**src/sv/rmsd_pkg.sv**
```systemverilog
package rmsd_pkg;

  localparam int COUNT_BITS  = 20;
  localparam int SAMPLE_BITS = 16;
  localparam int OUT_W       = 16;

  localparam int SUM_W  = COUNT_BITS + SAMPLE_BITS;
  localparam int SQ_W   = COUNT_BITS + 2 * SAMPLE_BITS;
  localparam int ROOT_W = (SQ_W + 1) / 2;

  localparam int MEAN_STEPS = SUM_W;
  localparam int MUL_STEPS  = SAMPLE_BITS;
  localparam int VAR_STEPS  = SQ_W;
  localparam int ROOT_STEPS = ROOT_W;
  localparam int CNT_W      = $clog2(VAR_STEPS + 1);

  localparam int OUT_MAX = (1 << OUT_W) - 1;

  typedef struct packed {
    logic capture;
    logic accum;
    logic mean_load;
    logic div_step;
    logic mul_load;
    logic mul_step;
    logic var_load;
    logic sqrt_load;
    logic sqrt_step;
    logic stats_load;
    logic out_load;
    logic out_updated;
  } cmd_t;

  typedef struct packed {
    logic count_full;
    logic count_zero;
  } status_t;

endpackage

```
**src/sv/rmsd_ctrl.sv**
```systemverilog
module rmsd_ctrl (
  input  logic             clk,
  input  logic             rst,
  input  logic             in_valid,
  output logic             in_stall,
  output logic             out_valid,
  input  logic             out_stall,
  input  rmsd_pkg::status_t status,
  output rmsd_pkg::cmd_t   cmd
);

  typedef enum logic [11:0] {
    ST_IDLE      = 12'b0000_0000_0001,
    ST_ACCUM     = 12'b0000_0000_0010,
    ST_MEAN_LOAD = 12'b0000_0000_0100,
    ST_MEAN_DIV  = 12'b0000_0000_1000,
    ST_MUL_LOAD  = 12'b0000_0001_0000,
    ST_MUL       = 12'b0000_0010_0000,
    ST_VAR_LOAD  = 12'b0000_0100_0000,
    ST_VAR_DIV   = 12'b0000_1000_0000,
    ST_SQRT_LOAD = 12'b0001_0000_0000,
    ST_SQRT      = 12'b0010_0000_0000,
    ST_STORE     = 12'b0100_0000_0000,
    ST_WRITE     = 12'b1000_0000_0000
  } state_t;

  state_t                      state, state_next;
  logic [rmsd_pkg::CNT_W-1:0]  cnt, cnt_next;
  logic                        updated, updated_next;
  logic                        out_valid_next;

  assign in_stall = (state != ST_IDLE);

  always_comb begin
    state_next     = state;
    cnt_next       = cnt;
    updated_next   = updated;
    out_valid_next = out_valid && out_stall;
    cmd            = '0;
    case (state)
      ST_IDLE: begin
        if (in_valid) begin
          cmd.capture  = 1'b1;
          updated_next = 1'b0;
          state_next   = status.count_full ? ST_WRITE : ST_ACCUM;
        end
      end
      ST_ACCUM: begin
        cmd.accum  = 1'b1;
        state_next = status.count_zero ? ST_WRITE : ST_MEAN_LOAD;
      end
      ST_MEAN_LOAD: begin
        cmd.mean_load = 1'b1;
        cnt_next      = rmsd_pkg::CNT_W'(rmsd_pkg::MEAN_STEPS);
        state_next    = ST_MEAN_DIV;
      end
      ST_MEAN_DIV: begin
        cmd.div_step = 1'b1;
        cnt_next     = cnt - 1'b1;
        if (cnt == rmsd_pkg::CNT_W'(1)) state_next = ST_MUL_LOAD;
      end
      ST_MUL_LOAD: begin
        cmd.mul_load = 1'b1;
        cnt_next     = rmsd_pkg::CNT_W'(rmsd_pkg::MUL_STEPS);
        state_next   = ST_MUL;
      end
      ST_MUL: begin
        cmd.mul_step = 1'b1;
        cnt_next     = cnt - 1'b1;
        if (cnt == rmsd_pkg::CNT_W'(1)) state_next = ST_VAR_LOAD;
      end
      ST_VAR_LOAD: begin
        cmd.var_load = 1'b1;
        cnt_next     = rmsd_pkg::CNT_W'(rmsd_pkg::VAR_STEPS);
        state_next   = ST_VAR_DIV;
      end
      ST_VAR_DIV: begin
        cmd.div_step = 1'b1;
        cnt_next     = cnt - 1'b1;
        if (cnt == rmsd_pkg::CNT_W'(1)) state_next = ST_SQRT_LOAD;
      end
      ST_SQRT_LOAD: begin
        cmd.sqrt_load = 1'b1;
        cnt_next      = rmsd_pkg::CNT_W'(rmsd_pkg::ROOT_STEPS);
        state_next    = ST_SQRT;
      end
      ST_SQRT: begin
        cmd.sqrt_step = 1'b1;
        cnt_next      = cnt - 1'b1;
        if (cnt == rmsd_pkg::CNT_W'(1)) state_next = ST_STORE;
      end
      ST_STORE: begin
        cmd.stats_load = 1'b1;
        updated_next   = 1'b1;
        state_next     = ST_WRITE;
      end
      ST_WRITE: begin
        // wait for the output register to free up
        if (!out_valid || !out_stall) begin
          cmd.out_load    = 1'b1;
          cmd.out_updated = updated;
          out_valid_next  = 1'b1;
          state_next      = ST_IDLE;
        end
      end
      default: begin
        state_next = ST_IDLE;
      end
    endcase
  end

  always_ff @(posedge clk) begin
    if (rst) begin
      state     <= ST_IDLE;
      cnt       <= '0;
      updated   <= 1'b0;
      out_valid <= 1'b0;
    end else begin
      state     <= state_next;
      cnt       <= cnt_next;
      updated   <= updated_next;
      out_valid <= out_valid_next;
    end
  end

endmodule

```
**src/sv/rmsd_datapath.sv**
```systemverilog
module rmsd_datapath (
  input  logic                          clk,
  input  logic                          rst,
  input  rmsd_pkg::cmd_t                cmd,
  output rmsd_pkg::status_t             status,
  input  logic [15:0]                   lag_ms,
  output logic [rmsd_pkg::OUT_W-1:0]    mean_ms,
  output logic [rmsd_pkg::OUT_W-1:0]    stddev_ms,
  output logic                          stats_updated
);

  localparam int CB = rmsd_pkg::COUNT_BITS;
  localparam int SB = rmsd_pkg::SAMPLE_BITS;
  localparam int SW = rmsd_pkg::SUM_W;
  localparam int QW = rmsd_pkg::SQ_W;
  localparam int RW = rmsd_pkg::ROOT_W;

  // architectural state
  logic [CB-1:0]              sample_count;
  logic [SW-1:0]              sample_sum;
  logic [QW-1:0]              square_sum;
  logic [SB-1:0]              mean_value;
  logic [rmsd_pkg::OUT_W-1:0] deviation_value;

  // working registers
  logic [SB-1:0]   sample;
  logic [2*SB-1:0] sample_sq;
  logic [CB-1:0]   div_den;
  logic [CB-1:0]   div_rem;
  logic [QW-1:0]   div_dq;
  logic [SB-1:0]   mean_q;
  logic [SB-1:0]   mul_m;
  logic [QW-1:0]   mul_acc;
  logic [2*RW-1:0] sq_rad;
  logic [RW:0]     sq_rem;
  logic [RW-1:0]   sq_root;

  logic [CB:0]   div_trial;
  logic          div_bit;
  logic [QW-1:0] mul_add;
  logic [RW+2:0] sq_t;
  logic [RW+2:0] sq_trial;
  logic          sq_bit;
  logic [RW+2:0] sq_diff;

  assign status.count_full = (sample_count == {CB{1'b1}});
  assign status.count_zero = (sample_count == '0);

  assign div_trial = {div_rem, div_dq[QW-1]};
  assign div_bit   = (div_trial >= {1'b0, div_den});

  assign mul_add = mul_m[SB-1] ? QW'(sample_sum) : '0;

  assign sq_t     = {sq_rem, sq_rad[2*RW-1 -: 2]};
  assign sq_trial = {1'b0, sq_root, 2'b01};
  assign sq_bit   = (sq_t >= sq_trial);
  assign sq_diff  = sq_t - sq_trial;

  always_ff @(posedge clk) begin
    if (rst) begin
      sample_count    <= '0;
      sample_sum      <= '0;
      square_sum      <= '0;
      mean_value      <= '0;
      deviation_value <= '0;
    end else begin
      if (cmd.accum) begin
        sample_count <= sample_count + 1'b1;
        sample_sum   <= sample_sum + SW'(sample);
        square_sum   <= square_sum + QW'(sample_sq);
      end
      if (cmd.stats_load) begin
        mean_value <= mean_q;
        if (33'(sq_root) > 33'(rmsd_pkg::OUT_MAX)) begin
          deviation_value <= rmsd_pkg::OUT_W'(rmsd_pkg::OUT_MAX);
        end else begin
          deviation_value <= rmsd_pkg::OUT_W'(sq_root);
        end
      end
    end
  end

  always_ff @(posedge clk) begin
    if (cmd.capture) begin
      sample    <= lag_ms[SB-1:0];
      sample_sq <= lag_ms[SB-1:0] * lag_ms[SB-1:0];
    end

    // shared restoring divider: dividend out at the top, quotient in at the bottom
    if (cmd.mean_load) begin
      div_den <= sample_count;
      div_rem <= '0;
      div_dq  <= {sample_sum, {SB{1'b0}}};
    end else if (cmd.var_load) begin
      div_den <= sample_count - 1'b1;
      div_rem <= '0;
      div_dq  <= square_sum - mul_acc;
    end else if (cmd.div_step) begin
      div_rem <= div_bit ? CB'(div_trial - {1'b0, div_den}) : div_trial[CB-1:0];
      div_dq  <= {div_dq[QW-2:0], div_bit};
    end

    // shift-add multiply of the mean by the running sum
    if (cmd.mul_load) begin
      mean_q  <= div_dq[SB-1:0];
      mul_m   <= div_dq[SB-1:0];
      mul_acc <= '0;
    end else if (cmd.mul_step) begin
      mul_acc <= {mul_acc[QW-2:0], 1'b0} + mul_add;
      mul_m   <= {mul_m[SB-2:0], 1'b0};
    end

    // digit-by-digit floor square root, two radicand bits a step
    if (cmd.sqrt_load) begin
      sq_rad  <= (2*RW)'(div_dq);
      sq_rem  <= '0;
      sq_root <= '0;
    end else if (cmd.sqrt_step) begin
      sq_rad  <= {sq_rad[2*RW-3:0], 2'b00};
      sq_rem  <= sq_bit ? sq_diff[RW:0] : sq_t[RW:0];
      sq_root <= {sq_root[RW-2:0], sq_bit};
    end

    if (cmd.out_load) begin
      mean_ms       <= rmsd_pkg::OUT_W'(mean_value);
      stddev_ms     <= deviation_value;
      stats_updated <= cmd.out_updated;
    end
  end

endmodule

```
**src/sv/running_mean_stddev_unit.sv**
```systemverilog
// Running mean and sample standard deviation of latency samples.
//
// Input channel: in_valid / in_stall carry one lag_ms word per item.
// Output channel: out_valid / out_stall carry one result word per item:
// mean_ms, stddev_ms and stats_updated.
//
// Throughput: one item at a time; the input is taken only while the
// controller is idle. When the statistics are recomputed, an accepted
// word passes through accumulate, a load and a 36-step divide for the
// mean, a load and a 16-step shift-add multiply, a load and a 52-step
// divide for the variance, a load and a 26-step square root, store and
// write; the first sample goes from accumulate straight to write, and a
// word that arrives once the count is full goes straight to write.
//
// Reset (rst, synchronous) clears the count, both sums and the held
// mean and deviation, and drops any pending output word.
// When the receiver stalls, the output register holds its word; a new
// input word may still be taken, and its result waits until the
// register is free.
module running_mean_stddev_unit (
  input  logic                       clk,
  input  logic                       rst,
  input  logic                       in_valid,
  output logic                       in_stall,
  input  logic [15:0]                lag_ms,
  output logic                       out_valid,
  input  logic                       out_stall,
  output logic [rmsd_pkg::OUT_W-1:0] mean_ms,
  output logic [rmsd_pkg::OUT_W-1:0] stddev_ms,
  output logic                       stats_updated
);

  rmsd_pkg::cmd_t    cmd;
  rmsd_pkg::status_t status;

  // sequence the accumulate, divide, multiply and root steps
  rmsd_ctrl u_ctrl (
    .clk       (clk),
    .rst       (rst),
    .in_valid  (in_valid),
    .in_stall  (in_stall),
    .out_valid (out_valid),
    .out_stall (out_stall),
    .status    (status),
    .cmd       (cmd)
  );

  // hold the statistics state and the shared serial arithmetic
  rmsd_datapath u_datapath (
    .clk           (clk),
    .rst           (rst),
    .cmd           (cmd),
    .status        (status),
    .lag_ms        (lag_ms),
    .mean_ms       (mean_ms),
    .stddev_ms     (stddev_ms),
    .stats_updated (stats_updated)
  );

endmodule

```
**config.mk**
```make
export PLATFORM = sky130hd
export DESIGN_NAME = running_mean_stddev_unit
export DESIGN_NICKNAME = d
export VERILOG_FILES = /design/src/sv/rmsd_pkg.sv /design/src/sv/rmsd_ctrl.sv /design/src/sv/rmsd_datapath.sv /design/src/sv/running_mean_stddev_unit.sv
export SDC_FILE = /design/constraint.sdc
export NUM_CORES = 2
export LEC_CHECK = 0
export BUFFER_PORTS_ARGS = -buffer_cell sky130_fd_sc_hd__buf_2
export CAP_MARGIN = 20
export CORE_MARGIN = 3
export CORE_UTILIZATION = 30
export DETAILED_ROUTE_END_ITERATION = 16
export SKIP_LAST_GASP = 1
export SLEW_MARGIN = 10
export SYNTH_ARGS = -nofsm -noshare
export SYNTH_HDL_FRONTEND = slang
export SYNTH_SLANG_ARGS = --single-unit
```
**constraint.sdc**
```tcl
create_clock -name clk -period 6.9 [get_ports clk]
set_clock_uncertainty 0.1 [all_clocks]
set_input_delay 0.345 -clock clk [delete_from_list [all_inputs] [get_ports clk]]
set_output_delay 0.345 -clock clk [all_outputs]
set_load 0.005 [all_outputs]
```
# ---- Yosys cells after proc, flatten, opt, wreduce, memory -nomap -nowiden
# Cells that the tools add are included.
dict set report word_totals {
  regBits 522
  in_bits 20
  out_inout_bits 35
  elab_cells 116
}
dict set report op_classes {
  addsub 9
  n_mul 1
  n_lt_le_gt_ge 3
  eq_ne 21
  muxes 40
  reduce_logical 18
}
# operator count
set op_table {}
lappend op_table {{2-to-1 mux 52 bit} 5}
lappend op_table {{one-hot mux 12 bit (12 select lines)} 1}
lappend op_table {{2-to-1 mux 12 bit} 8}
lappend op_table {{2-to-1 mux 20 bit} 3}
lappend op_table {{adder 52 x 32 -> 52 bit} 1}
lappend op_table {{adder 52 bit} 1}
lappend op_table {{subtractor 52 bit} 1}
lappend op_table {{2-to-1 mux 16 bit} 3}
lappend op_table {{adder 36 x 16 -> 36 bit} 1}
lappend op_table {{2-to-1 mux 36 bit} 1}
lappend op_table {{multiplier 16 x 16 -> 32 bit} 1}
lappend op_table {{one-hot mux 6 bit (5 select lines)} 1}
lappend op_table {{greater-or-equal comparator 29 x 28 -> 1 bit} 1}
lappend op_table {{2-to-1 mux 27 bit} 1}
lappend op_table {{subtractor 27 bit} 1}
lappend op_table {{> comparator 26 x 16 -> 1 bit (second input constant)} 1}
lappend op_table {{greater-or-equal comparator 21 x 20 -> 1 bit} 1}
lappend op_table {{adder 20 x 1 -> 20 bit (second input constant)} 1}
lappend op_table {{equality test 20 bit (second input constant)} 1}
lappend op_table {{zero test 20 bit} 1}
lappend op_table {{subtractor 20 x 1 -> 20 bit (second input constant)} 1}
lappend op_table {{subtractor 20 bit} 1}
lappend op_table {{2-to-1 mux 1 bit} 14}
lappend op_table {{equality test 12 x 1 -> 1 bit (second input constant)} 1}
lappend op_table {{other kinds (28)} 40}

# ---- Logic depth before layout (Yosys ltp)
dict set report depth {
  depth_word 6
  ltp_mapped 26
  depth_no_buf 25
}

# ---- By module
# A second synthesis with hierarchy kept.
dict set report unflattened {
  cells_unflattened 4066
  hier_area_um2 37699.9
}
# module n_inst cells_per_inst area_each_um2
set modules_own_cells {}
lappend modules_own_cells {rmsd_datapath 1 3918 36466.2}
lappend modules_own_cells {rmsd_ctrl 1 148 1233.7}

# ---- Least setup slack after synthesis
# No wires, ideal clock.
dict set report synth_path {
  kind {input -> register}
  start {in lag_ms[4]}
  end {reg u_datapath.sample_sq[31] (data pin)}
  arrival_time_ns 6.410
  t_required_ns 6.542
  path_slack_ns 0.132
  stages 23
  path_buffers 2
  cell_sequence {clkbuf_1 > clkbuf_1 > nand2_1 > fa_1 > fa_1 > inv_1 > fa_1 > fa_1 > fa_1 > inv_1 > fa_1 > inv_1 > ha_1 > a21oi_1 > and2_1 > nand2_1 > o2bb2ai_1 > a31oi_1 > a41oi_2 > a311oi_1 > or4_1 > a31o_1 > xnor2_1}
}
dict set report synth_via {
  elab_chain_len 1
}
# item line
set synth_rtl {}
lappend synth_rtl {{from (decl)} running_mean_stddev_unit.sv:25} ;# input logic [15:0] lag_ms,
lappend synth_rtl {{multiplier 16 x 16 -> 32 bit} rmsd_datapath.sv:86} ;# sample_sq <= lag_ms[SB-1:0] * lag_ms[SB-1:0];
lappend synth_rtl {{to (signal assigned)} rmsd_datapath.sv:86}
lappend synth_rtl {{to (decl)} rmsd_datapath.sv:27} ;# logic [2*SB-1:0] sample_sq;
# Every way passes these cells.
# A chain may end at the register's enable or synchronous reset.

# ---- Final worst setup path
dict set report layout_path {
  start {in lag_ms[12]}
  end {reg u_datapath.sample_sq[31] (data pin)}
}
# The elaborated chain is that of the path after synthesis.

==> impl_metrics.csv <==
group,metric,value,unit
placed_design,gp_congestion,0.868,
synthesis,synth.distinct_cells,97,
floorplan,initial_core_util,0.305,
sta,fin_crit_sh,0.957,
global_route,grt_max_degree,111,
synthesis,yosys.area.top_type,"edfxtp_1",
power_and_ir_drop,p_leak,17.9,nW
finish,n_antenna_cell,0,
global_route,overflow,0,
worst_setup_path,cp-start-kind,"input port",
synthesis,synth-edff-count,219,
synthesis,synth_compound_area_frac,0.165,
synthesis,synth_fa_ha_area_frac,0.186,
floorplan,rows,128,
finish,area_growth,11.1,%
worst_setup_path,cp.buffers_inverters,5,
worst_setup_path,cp_slowest_stage_delay,0.60,ns
clock_tree,cts_tree,"done",
clock_tree,root_buffer,"clkbuf_16",
power_and_ir_drop,vdd_drop_max,0.432,mV
clock_tree,clk_pin_slew,0.07,ns
clock_tree,cts_htree_levels,2,
synthesis,synth_top_area_share,0.176,
global_route,antenna_found_initial,0,
worst_setup_path,crit_top_cell,"fa_1",
synthesis,synth_xor_area_frac,0.0586,
synthesis,syn_nets,4820,
hold_path,hp-class,"in -> reg",
worst_setup_path,cp_slowest_cell,"fa_1",
detailed_routing,dr.pass1.iters,5,
clock_tree,insertion_delay,0.64,ns
synthesis,synth_cells,4345,
worst_setup_path,crit_fanout,14,
synthesis,synth.area.top_cells,"edfxtp_1 (18%), dfxtp_1 (16%), ha_1 (9.6%)",
synthesis,synthFlopType,"dfxtp_1",
detailed_routing,avgRoutedWirePerCell,15.8,um
detailed_routing,drc,0,
worst_setup_path,cp.arrival,6.90,ns
floorplan,io_pins,55,
synthesis,synth_warnings,0,
sta,slew_headroom,0.285,
floorplan,die-area,129000,um^2
sta,slew_viol_final,0,
sta,final-hold-violation-count,0,
worst_setup_path,endpoint_kind,"flip-flop",
finish,drive_gt1_frac,0.0631,
worst_setup_path,path_class,"in -> reg",
synthesis,async_flop_share,0,
power_and_ir_drop,p_per_area,293,nW/um^2
detailed_routing,drt-initial-drc-count,1911,
sta,finalCriticalPeriod,6.60,ns
detailed_routing,num_vias,29700,
floorplan,die_x,359,um
worst_setup_path,crit_chain,"dlygate4sd3_1, buf_2, nand2_1, fa_1, inv_1, fa_1, fa_1, fa_1, fa_1, inv_1, fa_1, inv_1, ha_1, o21a_1, o21a_1, o21ai_0, a31oi_2, a41oi_2, a311oi_1, or4_1, a31o_1, xnor2_1",
worst_setup_path,cp_data_required_time,7.20,ns
synthesis,synth_area_per_cell,8.60,um^2
finish,fin_util,0.338,
sta,finalSetupViolCount,0,
synthesis,muxShareOfSynthArea,0.00673,
global_route,groute.usage.overall,0.143,
synthesis,synthSimpleGateAreaFrac,0.185,
clock_tree,cts_sinks,520,
synthesis,syn-cell-area,37400,um^2
floorplan,die_h,359,um
sta,rsz0062_at_grt,"no",
sta,tns,0,ns
clock_tree,clockBufferDepth,3,
detailed_routing,routed_wl,94.8,mm
finish,layout.nets,4797,
detailed_routing,via_per_inst,4.95,
global_route,grt_pass1_wl,155,mm
synthesis,ys_seq_area_frac,0.337,
sta,worst_slew_pin_slew,1.07,ns
detailed_routing,ant_nets,0,
synthesis,synth-seq-cells,520,
placed_design,port_buffers,54,
clock_tree,numCtsBuffers,58,
run_status,status,"completed",
floorplan,core,123000,um^2
finish,fill_cells,12800,
clock_tree,post_cts_buffers,0,
global_route,grt_pass1_vias,29000,
synthesis,synth_top_family_by_area,"adder cells",
placed_design,dp_hpwl,70.6,mm
worst_setup_path,crit_family,"adder cells",
sta,fmax,151,MHz
job,maxCapViolCount,0,
[sequential cells by signal (all words and copies together) (netlist names)]
signal                      count
u_datapath.div_dq              52
u_datapath.mul_acc             52
u_datapath.sq_rad              52
u_datapath.square_sum          52
u_datapath.sample_sum          36
u_datapath.sample_sq           31
u_datapath.sq_rem              27
u_datapath.sq_root             26
u_datapath.div_den             20
u_datapath.div_rem             20
u_datapath.sample_count        20
u_datapath.deviation_value     16
u_datapath.mean_ms             16
u_datapath.mean_q              16
u_datapath.mean_value          16
u_datapath.mul_m               16
u_datapath.stddev_ms           16
u_datapath.sample              15
u_ctrl.state                   12
u_ctrl.cnt                      6
u_ctrl.out_valid                1
u_ctrl.updated                  1
u_datapath.stats_updated        1
[per-stage QoR]
stage                     area [um^2]  hold slack [ns]  setup WS [ns]  total power [mW]  instances
after floorplan                 37400            0.308          0.132              7.76       4345
after global placement          39300            0.315          0.115              8.79       5878
after detailed placement        39300            0.320         0.0572              8.87       5878
after CTS                       41500          0.00579          0.227              12.2       5996
after global routing            41500           0.0363        0.00530              13.2       5997
final                           41500           0.0593          0.299              12.2       5997
[layout by cell type (no fill, tap or decap), types with 14 or more instances in the layout]
| cell | count |
|---|---|
| clkbuf_16 | 62 |
| a211oi_1 | 34 |
| and3_1 | 25 |
| clkinv_2 | 14 |
| inv_1 | 404 |
| o22ai_1 | 22 |
| o21bai_1 | 31 |
| nand4_1 | 48 |
| nand3_1 | 95 |
| buf_4 | 48 |
| a21o_1 | 116 |
| o21a_1 | 29 |
| ha_1 | 287 |
| nor2_1 | 292 |
| a22oi_1 | 18 |
| or3_1 | 19 |
| nand2b_1 | 30 |
| nor4_1 | 18 |
| o31a_1 | 14 |
| o21ai_0 | 208 |
| nor2b_1 | 44 |
| o21ai_1 | 19 |
| mux2i_1 | 15 |
| nand2_1 | 648 |
| and2_1 | 102 |
| a21oi_1 | 354 |
| fa_1 | 168 |
| edfxtp_1 | 219 |
| xor2_1 | 104 |
| nor3_1 | 90 |
| a31oi_1 | 28 |
| xnor2_1 | 146 |
| buf_2 | 53 |
| dfxtp_1 | 301 |
[repair_timing]
item                       CTS  global route
gates resized for setup      0             8
hold endpoints to repair     8             0
setup endpoints to repair    0             3
hold buffers                 8             0
[worst register-to-register path, delay by kind of cell, from the launching register on]
kind / cells / cell delay, ns
AOI/OAI and AO/OA: 7 / 2.03
DFF: 1 / 0.32
muxes: 1 / 0.37
buffers and inverters: 2 / 0.37
adders and majority gates: 2 / 0.56
and+or+nand+nor: 3 / 0.49
[cell families (layout without fill, tap and decap cells)]
logic type      after synthesis  count (layout)
xor+xnor                    250             250
flops                       520             520
compound gates              999             999
simple gates               1492            1492
fa+ha+maj                   455             455
buf+inv                     605             632
mux                          24              24
[layout make-up]
cell class              count  area [um^2]  share of cell area
clock buffers              76         1690              0.0406
clock inverters            34          349             0.00841
well taps                1625         2030              0.0490
flip-flops and latches    520        12600               0.304
inverters                 410         1540              0.0371
repair buffers            112          748              0.0180
multi-input cells        3220        22600               0.543
[final timing paths]
| path | from | to | slack [ns] | depth (start not counted) |
|---|---|---|---|---|
| hold reg to reg | u_datapath.mean_value[10] | u_datapath.mean_ms[10] | 0.33 | 0 |
| setup reg to reg | u_datapath.mul_m[15] | u_datapath.mul_acc[47] | 2.60 | 15 |
| setup / recovery | lag_ms[12] | u_datapath.sample_sq[31] | 0.30 | 22 |
| hold / removal | rst | u_datapath.square_sum[39] | 0.06 | 2 |
[Yosys cell counts (8+ instances only)]
| cell | count |
|---|---|
| a211oi_1 | 35 |
| a21boi_0 | 10 |
| a21o_1 | 116 |
| a21oi_1 | 357 |
| a221oi_1 | 8 |
| a22oi_1 | 18 |
| a31oi_1 | 29 |
| a32oi_1 | 12 |
| a41oi_1 | 9 |
| and2_1 | 103 |
| and3_1 | 25 |
| and4_1 | 8 |
| buf_1 | 12 |
| buf_2 | 15 |
| clkbuf_1 | 164 |
| dfxtp_1 | 301 |
| edfxtp_1 | 219 |
| fa_1 | 168 |
| ha_1 | 287 |
| inv_1 | 407 |
| mux2i_1 | 15 |
| nand2_1 | 649 |
| nand2b_1 | 30 |
| nand3_1 | 96 |
| nand4_1 | 48 |
| nor2_1 | 293 |
| nor2b_1 | 44 |
| nor3_1 | 91 |
| nor4_1 | 20 |
| o211ai_1 | 13 |
| o21a_1 | 29 |
| o21ai_0 | 210 |
| o21ai_1 | 17 |
| o21bai_1 | 31 |
| o22ai_1 | 22 |
| o31a_1 | 14 |
| or2_2 | 13 |
| or3_1 | 20 |
| or4_1 | 10 |
| xnor2_1 | 146 |
| xor2_1 | 104 |
[routing by layer]
layer / part of all wire / wire length [um] / track usage
met2: 0.45 / 42500 / 0.233
met3: 0.043 / 4110 / 0.0171
met5: 0 / 0 / 0
met1: 0.49 / 46300 / 0.202
met4: 0.020 / 1910 / 0.0312
[where the power goes]
part	internal, mW	switching [mW]	leakage [nW]	total [mW]
clock network	1.89	1.38	1.01	3.27
logic	2.28	3.02	12.4	5.30
registers	3.54	0.0674	4.45	3.61
total	7.71	4.47	17.9	12.2
Power figures use the tool's default switching activity.
